## config.mk

```make
export PLATFORM = sky130hd
export DESIGN_NAME = amsrm_sincos
export DESIGN_NICKNAME = d
export VERILOG_FILES = /design/src/rtl/core/amsrm_pkg.sv /design/src/rtl/core/amsrm_sincos.sv
export SDC_FILE = /design/constraint.sdc
export NUM_CORES = 2
export LEC_CHECK = 0
export BUFFER_PORTS_ARGS = -buffer_cell sky130_fd_sc_hd__buf_2
export CAP_MARGIN = 5
export CORE_MARGIN = 8
export CORE_UTILIZATION = 40
export DETAILED_ROUTE_END_ITERATION = 12
export PLACE_DENSITY = 0.69
export SETUP_SLACK_MARGIN = 0.15
export SLEW_MARGIN = 20
export SYNTH_ARGS = -nofsm -noshare
export SYNTH_HDL_FRONTEND = slang
export SYNTH_SLANG_ARGS = --single-unit
```

## constraint.sdc

```tcl
create_clock -name i_clk -period 12.5 [get_ports i_clk]
set_clock_uncertainty 0.1 [all_clocks]
set_input_delay 2.5 -clock i_clk [delete_from_list [all_inputs] [get_ports i_clk]]
set_output_delay 2.5 -clock i_clk [all_outputs]
set_load 0.005 [all_outputs]
```

## src/rtl/core/amsrm_pkg.sv

```systemverilog
// Shared types, constants and helper functions for the affine matrix builder.
package amsrm_pkg;

    localparam int CORDIC_STEPS = 16;
    localparam int CS_USED      = (CORDIC_STEPS < 24) ? CORDIC_STEPS : 24;
    localparam int TRIG_W       = 20;
    localparam int Z_W          = 20;

    localparam logic signed [15:0] TURN_UNITS   = 16'sd23040;
    localparam logic signed [15:0] HALF_TURN    = 16'sd11520;
    localparam logic signed [15:0] QUARTER_TURN = 16'sd5760;
    localparam logic [20:0]        RAD_PER_UNIT = 21'd1171271;
    localparam logic signed [TRIG_W-1:0] CORDIC_GAIN = 20'sd39797;
    localparam logic signed [31:0] ONE_Q16 = 32'sd65536;

    typedef logic signed [TRIG_W-1:0] t_trig;

    typedef struct packed {
        logic signed [31:0] sx;
        logic signed [31:0] sy;
        logic signed [31:0] sz;
        logic signed [31:0] mx;
        logic signed [31:0] my;
        logic signed [31:0] mz;
    } t_side;

    function automatic logic signed [Z_W-1:0] atan_q16(input int idx);
        logic signed [Z_W-1:0] v;
        case (idx)
            0: v = 20'sd51472;
            1: v = 20'sd30386;
            2: v = 20'sd16055;
            3: v = 20'sd8150;
            4: v = 20'sd4091;
            5: v = 20'sd2047;
            6: v = 20'sd1024;
            7: v = 20'sd512;
            8: v = 20'sd256;
            9: v = 20'sd128;
            10: v = 20'sd64;
            11: v = 20'sd32;
            12: v = 20'sd16;
            13: v = 20'sd8;
            14: v = 20'sd4;
            15: v = 20'sd2;
            16: v = 20'sd1;
            default: v = '0;
        endcase
        return v;
    endfunction

    function automatic logic signed [31:0] sat32(input logic signed [47:0] v);
        logic signed [31:0] r;
        if (v > 48'sh0000_7FFF_FFFF) r = 32'sh7FFF_FFFF;
        else if (v < -48'sh0000_8000_0000) r = 32'sh8000_0000;
        else r = v[31:0];
        return r;
    endfunction

endpackage

```

## src/rtl/core/amsrm_sincos.sv

```systemverilog
// Pipelined angle reduction and CORDIC sine/cosine, one step per stage.
module amsrm_sincos import amsrm_pkg::*; (
    input  logic               i_clk,
    input  logic               i_en,
    input  logic signed [15:0] i_angle,
    output t_trig              o_sin,
    output t_trig              o_cos
);
    logic signed [16:0] w0, w1;
    logic signed [16:0] red;
    logic               negc;
    logic [13:0]        mag;
    logic [34:0]        prod;
    logic signed [Z_W-1:0] z0;

    logic signed [Z_W-1:0] r_z  [0:CS_USED];
    t_trig                 r_x  [0:CS_USED];
    t_trig                 r_y  [0:CS_USED];
    logic                  r_nc [0:CS_USED];

    always_comb begin
        w0 = {i_angle[15], i_angle};
        if (w0 > 17'(HALF_TURN)) w1 = w0 - 17'(TURN_UNITS);
        else if (w0 <= -17'(HALF_TURN)) w1 = w0 + 17'(TURN_UNITS);
        else w1 = w0;
        negc = 1'b0;
        red  = w1;
        if (w1 > 17'(QUARTER_TURN)) begin
            red = 17'(HALF_TURN) - w1; negc = 1'b1;
        end else if (w1 < -17'(QUARTER_TURN)) begin
            red = -17'(HALF_TURN) - w1; negc = 1'b1;
        end
        mag  = red[16] ? 14'(-red) : 14'(red);
        prod = 35'(mag) * 35'(RAD_PER_UNIT) + 35'd32768;
        z0   = red[16] ? -Z_W'(prod[34:16]) : Z_W'(prod[34:16]);
    end

    always_ff @(posedge i_clk) begin
        if (i_en) begin
            r_z[0]  <= z0;
            r_x[0]  <= CORDIC_GAIN;
            r_y[0]  <= '0;
            r_nc[0] <= negc;
        end
    end

    for (genvar g = 0; g < CS_USED; g++) begin : g_step
        always_ff @(posedge i_clk) begin
            if (i_en) begin
                r_nc[g+1] <= r_nc[g];
                if (r_z[g] >= 0) begin
                    r_x[g+1] <= r_x[g] - (r_y[g] >>> g);
                    r_y[g+1] <= r_y[g] + (r_x[g] >>> g);
                    r_z[g+1] <= r_z[g] - atan_q16(g);
                end else begin
                    r_x[g+1] <= r_x[g] + (r_y[g] >>> g);
                    r_y[g+1] <= r_y[g] - (r_x[g] >>> g);
                    r_z[g+1] <= r_z[g] + atan_q16(g);
                end
            end
        end
    end

    assign o_sin = r_y[CS_USED];
    assign o_cos = r_nc[CS_USED] ? -r_x[CS_USED] : r_x[CS_USED];
endmodule

```

* Word-level counts from Yosys, hierarchy flattened
Memory sizes are Yosys's and may differ from the RTL's. Cells that the tools add are included.
Storage, ports and cells: register bits 0, latch bits 0, bits in writable memories 1037, ROM bits 0, memories kept 4
Memory list:
- r_x | words 17, width 20, read ports 17, clocked after memory_dff 0, wr ports 17, line amsrm_sincos.sv:17 | t_trig r_x [0:CS_USED];
- r_y | words 17, width 20, read ports 17, clocked after memory_dff 0, wr ports 17, line amsrm_sincos.sv:18 | t_trig r_y [0:CS_USED];
- r_z | words 17, width 20, read ports 16, clocked after memory_dff 0, wr ports 17, line amsrm_sincos.sv:16 | logic signed [Z_W-1:0] r_z [0:CS_USED];
- r_nc | words 17, width 1, read ports 17, clocked after memory_dff 0, wr ports 17, line amsrm_sincos.sv:19 | logic r_nc [0:CS_USED];
Cells by class: $lt $le $gt $ge 20, eq/ne operators 0, add/sub/neg operators 103, divide/modulo/power cells 0, multipliers 1, muxes and demuxes 155, reductions and logical operators 0, shift operators 0, bitwise gates (word level) 48
Operators with widths (number):
- $mux 20 | 50
- $ge 20x1->1 const B | 16
- $mux 1 | 100
- $mux 17 | 4
- $or 1x1->1 | 48
- $add 20x10->20 | 2
- $add 20x11->20 | 2
- $add 20x12->20 | 2
- $add 20x12->20 const B | 2
- $add 20x13->20 | 2
- $add 20x14->20 | 2
- $add 20x15->20 | 2
- $add 20x16->20 | 2
- $add 20x17->20 | 2
- $add 20x18->20 | 2
- $add 20x19->20 | 2
- $add 20x5->20 | 2
- $add 20x6->20 | 2
- $add 20x7->20 | 2
- $add 20x8->20 | 2
- $add 20x9->20 | 2
- $sub 20x10->20 | 2
- $sub 20x11->20 | 2
- $sub 20x12->20 | 2
- 56 further kinds | 71

* Depth between registers and ports, before layout
word-level depth 12, gate-level depth with buffers 42, mapped depth without buffers 39

* Worst setup path before layout
Ideal clock, no wire load.
path kind input port to flip-flop, from in i_angle[6], to mem r_z[0][11] (data pin), arrival time 11552 ps, library setup time 268 ps, stages 34, setup slack 580 ps, required time 12132 ps, cell sequence buf_6 -> nor4_4 -> and4b_4 -> nor3_1 -> or3_1 -> and2_1 -> nor3_1 -> a21oi_1 -> buf_2 -> a211oi_1 -> o221ai_1 -> nand2b_1 -> o31ai_1 -> xor2_1 -> fa_1 -> fa_1 -> inv_1 -> fa_1 -> inv_1 -> fa_1 -> fa_1 -> ha_1 -> ha_1 -> and2_1 -> or2_2 -> or2_2 -> o221ai_1 -> nand2b_1 -> or4_1 -> a311oi_1 -> and2_1 -> nor4b_1 -> a211oi_1 -> xor2_1
RTL lines:
- start, declared | line amsrm_sincos.sv:5 | input logic signed [15:0] i_angle,
- end, declared | line amsrm_sincos.sv:16

==> summary.txt <==
Logic synthesis
  – Number of enable-type register cells in the synthesized netlist: 896
  – Syn Inst Count: 7,363
  – Synth top area cells: sky130_fd_sc_hd__edfxtp_1, sky130_fd_sc_hd__ha_1, sky130_fd_sc_hd__xnor2_1
  – Unique masters post-synth: 88
  – Sequential fraction of the synthesis area: 36.8%
  – Fraction of post-synthesis cell area in the top cell type by area: 36.8%
  – Area of the mapped netlist: 73,200 sq um
  – Top FF cell, synth: sky130_fd_sc_hd__edfxtp_1
  – Async set-or-reset flop fraction in the synthesized netlist: 0%
  – Mean Syn Cell Area: 9.94 sq um
  – Warnings, synthesis: 0
  – Register bit total from synthesis: 896
  – Top cell type by total area after synthesis: sky130_fd_sc_hd__edfxtp_1

Finish
  – Layout cells sized above 1: 4.98%
  – Net total in the final layout: 8,602
  – Finished Layout Cells: 9,963
  – Final core utilization: 43.8%
  – Synth-to-Final Area Change: 9.26%
  – Number of filler instances in the final layout: 16,991

Global route
  – Number of antenna violations at the first check in global routing: 2
  – First-pass GRT wire length: 268,000 um
  – Pin count of the biggest net entering global routing: 120
  – Via count of the first global-routing pass: 52,115
  – Tot GR Track Use: 16.4%
  – Overflow left after global routing: 0

Critical path
  – Largest fanout of any net on the critical path: 8
  – FF-to-FF End: r_y[12][19]
  – Crit path from: i_angle[0]
  – Reg-to-reg setup timing slack: 6.91 ns
  – Worst Setup End Kind: register
  – Slowest library cell on the worst path: sky130_fd_sc_hd__fa_1
  – Worst R2R Start: r_z[11][19]
  – Crit path largest cell delay: 0.58 ns
  – Required time of the worst setup path: 12.88 ns
  – Startpoint class of the critical path: primary input
  – Depth of the worst register-to-register path: 17
  – CP arrival: 12.05 ns
  – Critical path class: primary input to register

Floorplan
  – Number of standard-cell rows in the floorplan: 157
  – Height of the die: 444 um
  – Core region area: 182,000 sq um
  – Horizontal extent of the die: 444 um
  – # IOs: 58
  – Total Die Area: 197,000 sq um
  – Starting density of the core: 40.1%

Hold path
  – End point of the most critical hold path: r_nc[0][12]
  – Worst hold path cell count: 0
  – Worst hold path startpoint: r_nc[0][11]
  – Class of the most critical hold timing path: register to register

Clocking
  – Number of buffers between clock root and the deepest sink: 3
  – Clock Tree Root: sky130_fd_sc_hd__clkbuf_16
  – H-Tree Level Count: 3
  – CTS Buf Count: 98
  – Clock latency reported for the late side of the worst-skew pair: 0.73 ns
  – TritonCTS clock tree: yes
  – Clock sink total: 896
  – Clock transition at the register clock pins on the worst setup and hold paths after CTS: 0.08 ns
  – Number of hold buffers added after cts: 0
  – Setup repair bufs after CTS: 0

STA
  – Number of hold violations in the final report: 0
  – Max transition margin: 28.0%
  – Pin slew with the least headroom to its limit: 1.07 ns
  – Total negative setup slack: 0 ns
  – Final count of pins violating max slew: 0
  – Worst hold slack: 0.313 ns
  – Min Tclk post-route: 11.68 ns
  – Count of endpoints failing setup in the final report: 0
  – Ratio of final minimum period to clock period: 93.4%
  – RSZ-0062 raised after global routing: no
  – Maximum clock frequency: 85.6 MHz

Route
  – DRT Pass-1 Iters: 6
  – Total wirelength of the detailed-routed design: 167,000 um
  – Via count: 53,715
  – Antenna Violating Nets Remaining: 0
  – 1st-iter DRT viols: 3,646
  – DRC violation count after routing: 0
  – Wirelength per Cell: 16.8 um
  – Number of vias per cell: 5.39

Flow run
  – Max-cap violation count: 0

Placed design
  – Port-buffer cells: 57
  – Cells after DPL: 9,781
  – GP Congestion: 0.905
  – Detailed-placement wirelength estimate: 133,000 um

Status
  – Outcome: finished clean
## kinds of logic after synthesis
group           count (synthesis)  synth area share, %
other cells                     2               0.0103
xor+xnor                      978                 11.7
flops                         896                 36.8
simple gates                 1946                 12.3
mux                            44                0.619
fa+ha+maj                    1087                 20.1
compound gates               1754                 15.1
buf+inv                       656                 3.40
## stage by stage
stage / worst slack [ns] / area, sq um
floorplan: 0.580 / 73200
global placement: -0.0547 / 76700
detailed placement: -0.0915 / 76700
CTS: 0.693 / 79900
global route: 0.160 / 79900
finish: 0.822 / 79900
## synth_stat cells, types with 20 or more instances
cell / n
sky130_fd_sc_hd__a211oi_1: 59
sky130_fd_sc_hd__o31ai_1: 55
sky130_fd_sc_hd__nor3_1: 310
sky130_fd_sc_hd__o211ai_1: 44
sky130_fd_sc_hd__o41ai_1: 36
sky130_fd_sc_hd__ha_1: 942
sky130_fd_sc_hd__xnor2_1: 721
sky130_fd_sc_hd__nor2b_1: 109
sky130_fd_sc_hd__and2_1: 24
sky130_fd_sc_hd__o21bai_1: 137
sky130_fd_sc_hd__and3_1: 31
sky130_fd_sc_hd__fa_1: 145
sky130_fd_sc_hd__a21boi_0: 30
sky130_fd_sc_hd__nand2_1: 414
sky130_fd_sc_hd__a21oi_1: 574
sky130_fd_sc_hd__nand2b_1: 64
sky130_fd_sc_hd__a21o_1: 148
sky130_fd_sc_hd__or3_1: 40
sky130_fd_sc_hd__edfxtp_1: 896
sky130_fd_sc_hd__inv_1: 535
sky130_fd_sc_hd__o2111ai_1: 53
sky130_fd_sc_hd__clkbuf_1: 98
sky130_fd_sc_hd__o21a_1: 81
sky130_fd_sc_hd__nor4_1: 34
sky130_fd_sc_hd__mux2i_1: 34
sky130_fd_sc_hd__o21ai_0: 350
sky130_fd_sc_hd__nand3_1: 168
sky130_fd_sc_hd__a31o_2: 27
sky130_fd_sc_hd__xor2_1: 256
sky130_fd_sc_hd__a31oi_1: 65
sky130_fd_sc_hd__or2_2: 20
sky130_fd_sc_hd__nor2_1: 657
## cell usage in the layout (no fill, tap or decap), types with 20 or more instances in the layout
| cell type | count |
|---|---|
| sky130_fd_sc_hd__a211oi_1 | 59 |
| sky130_fd_sc_hd__a21boi_0 | 30 |
| sky130_fd_sc_hd__a21o_1 | 148 |
| sky130_fd_sc_hd__a21oi_1 | 574 |
| sky130_fd_sc_hd__a31o_2 | 27 |
| sky130_fd_sc_hd__a31oi_1 | 65 |
| sky130_fd_sc_hd__and2_1 | 24 |
| sky130_fd_sc_hd__and3_1 | 31 |
| sky130_fd_sc_hd__buf_2 | 56 |
| sky130_fd_sc_hd__buf_4 | 89 |
| sky130_fd_sc_hd__clkbuf_16 | 103 |
| sky130_fd_sc_hd__edfxtp_1 | 896 |
| sky130_fd_sc_hd__fa_1 | 145 |
| sky130_fd_sc_hd__ha_1 | 942 |
| sky130_fd_sc_hd__inv_1 | 535 |
| sky130_fd_sc_hd__mux2i_1 | 34 |
| sky130_fd_sc_hd__nand2_1 | 414 |
| sky130_fd_sc_hd__nand2b_1 | 64 |
| sky130_fd_sc_hd__nand3_1 | 168 |
| sky130_fd_sc_hd__nor2_1 | 657 |
| sky130_fd_sc_hd__nor2b_1 | 109 |
| sky130_fd_sc_hd__nor3_1 | 310 |
| sky130_fd_sc_hd__nor4_1 | 34 |
| sky130_fd_sc_hd__o2111ai_1 | 53 |
| sky130_fd_sc_hd__o211ai_1 | 44 |
| sky130_fd_sc_hd__o21a_1 | 81 |
| sky130_fd_sc_hd__o21ai_0 | 350 |
| sky130_fd_sc_hd__o21bai_1 | 137 |
| sky130_fd_sc_hd__o31ai_1 | 53 |
| sky130_fd_sc_hd__o41ai_1 | 36 |
| sky130_fd_sc_hd__or2_2 | 20 |
| sky130_fd_sc_hd__or3_1 | 40 |
| sky130_fd_sc_hd__xnor2_1 | 721 |
| sky130_fd_sc_hd__xor2_1 | 256 |
## metal layers
layer  global-route usage (%)  vias up  part of all wire [%]
met3                     2.09      260                   3.9
met4                     5.42        0                   3.4
met5                        0        -                     0
met1                     21.1    25400                    45
met2                     28.4     1081                    48
li1                         -    26974                     -
## sequential cells by signal (all words and copies together) (netlist names)
register,flops
r_nc,17
r_x,296
r_y,300
r_z,283
## what timing repair did
item	4_1_cts	5_1_grt
endpoints found under the setup margin	0	6
gates resized for setup	0	3
endpoints found under the hold margin	0	0
## worst max-delay path, delay by kind of cell
kind | cells | cell delay (ns)
buffers and inverters | 8 | 0.80
adder cells (fa/ha/maj) | 8 | 3.57
XOR/XNOR | 4 | 0.75
AO/OA/AOI/OAI | 15 | 3.17
AND/OR/NAND/NOR | 5 | 1.26
## worst max-delay path by stage
stage	cells after the start	slack [ns]	end
5_1_grt	41	0.16	r_z[0][11]
3_3_place_gp	37	-0.05	r_z[0][18]
3_5_place_dp	40	-0.09	r_z[0][18]
2_1_floorplan	34	0.58	r_z[0][11]
6_report	40	0.82	r_z[0][18]
4_1_cts	40	0.69	r_z[0][18]
## area by class of cell
class                           count  area [sq um]  share of cell area (%)
Multi-Input combinational cell   5812         43800                    54.8
Sequential cell                   896         26900                    33.7
Inverter                          540          2030                    2.54
Antenna cell                        3          7.51                 0.00939
Clock buffer                      117          2630                    3.29
Timing Repair Buffer              149          1020                    1.28
Tap cell                         2385          2980                    3.73
Clock inverter                     61           573                   0.717
Power is left out: the tool's default activity adds up to more than one toggle a clock period on the data nets, which glitch-free logic cannot reach.
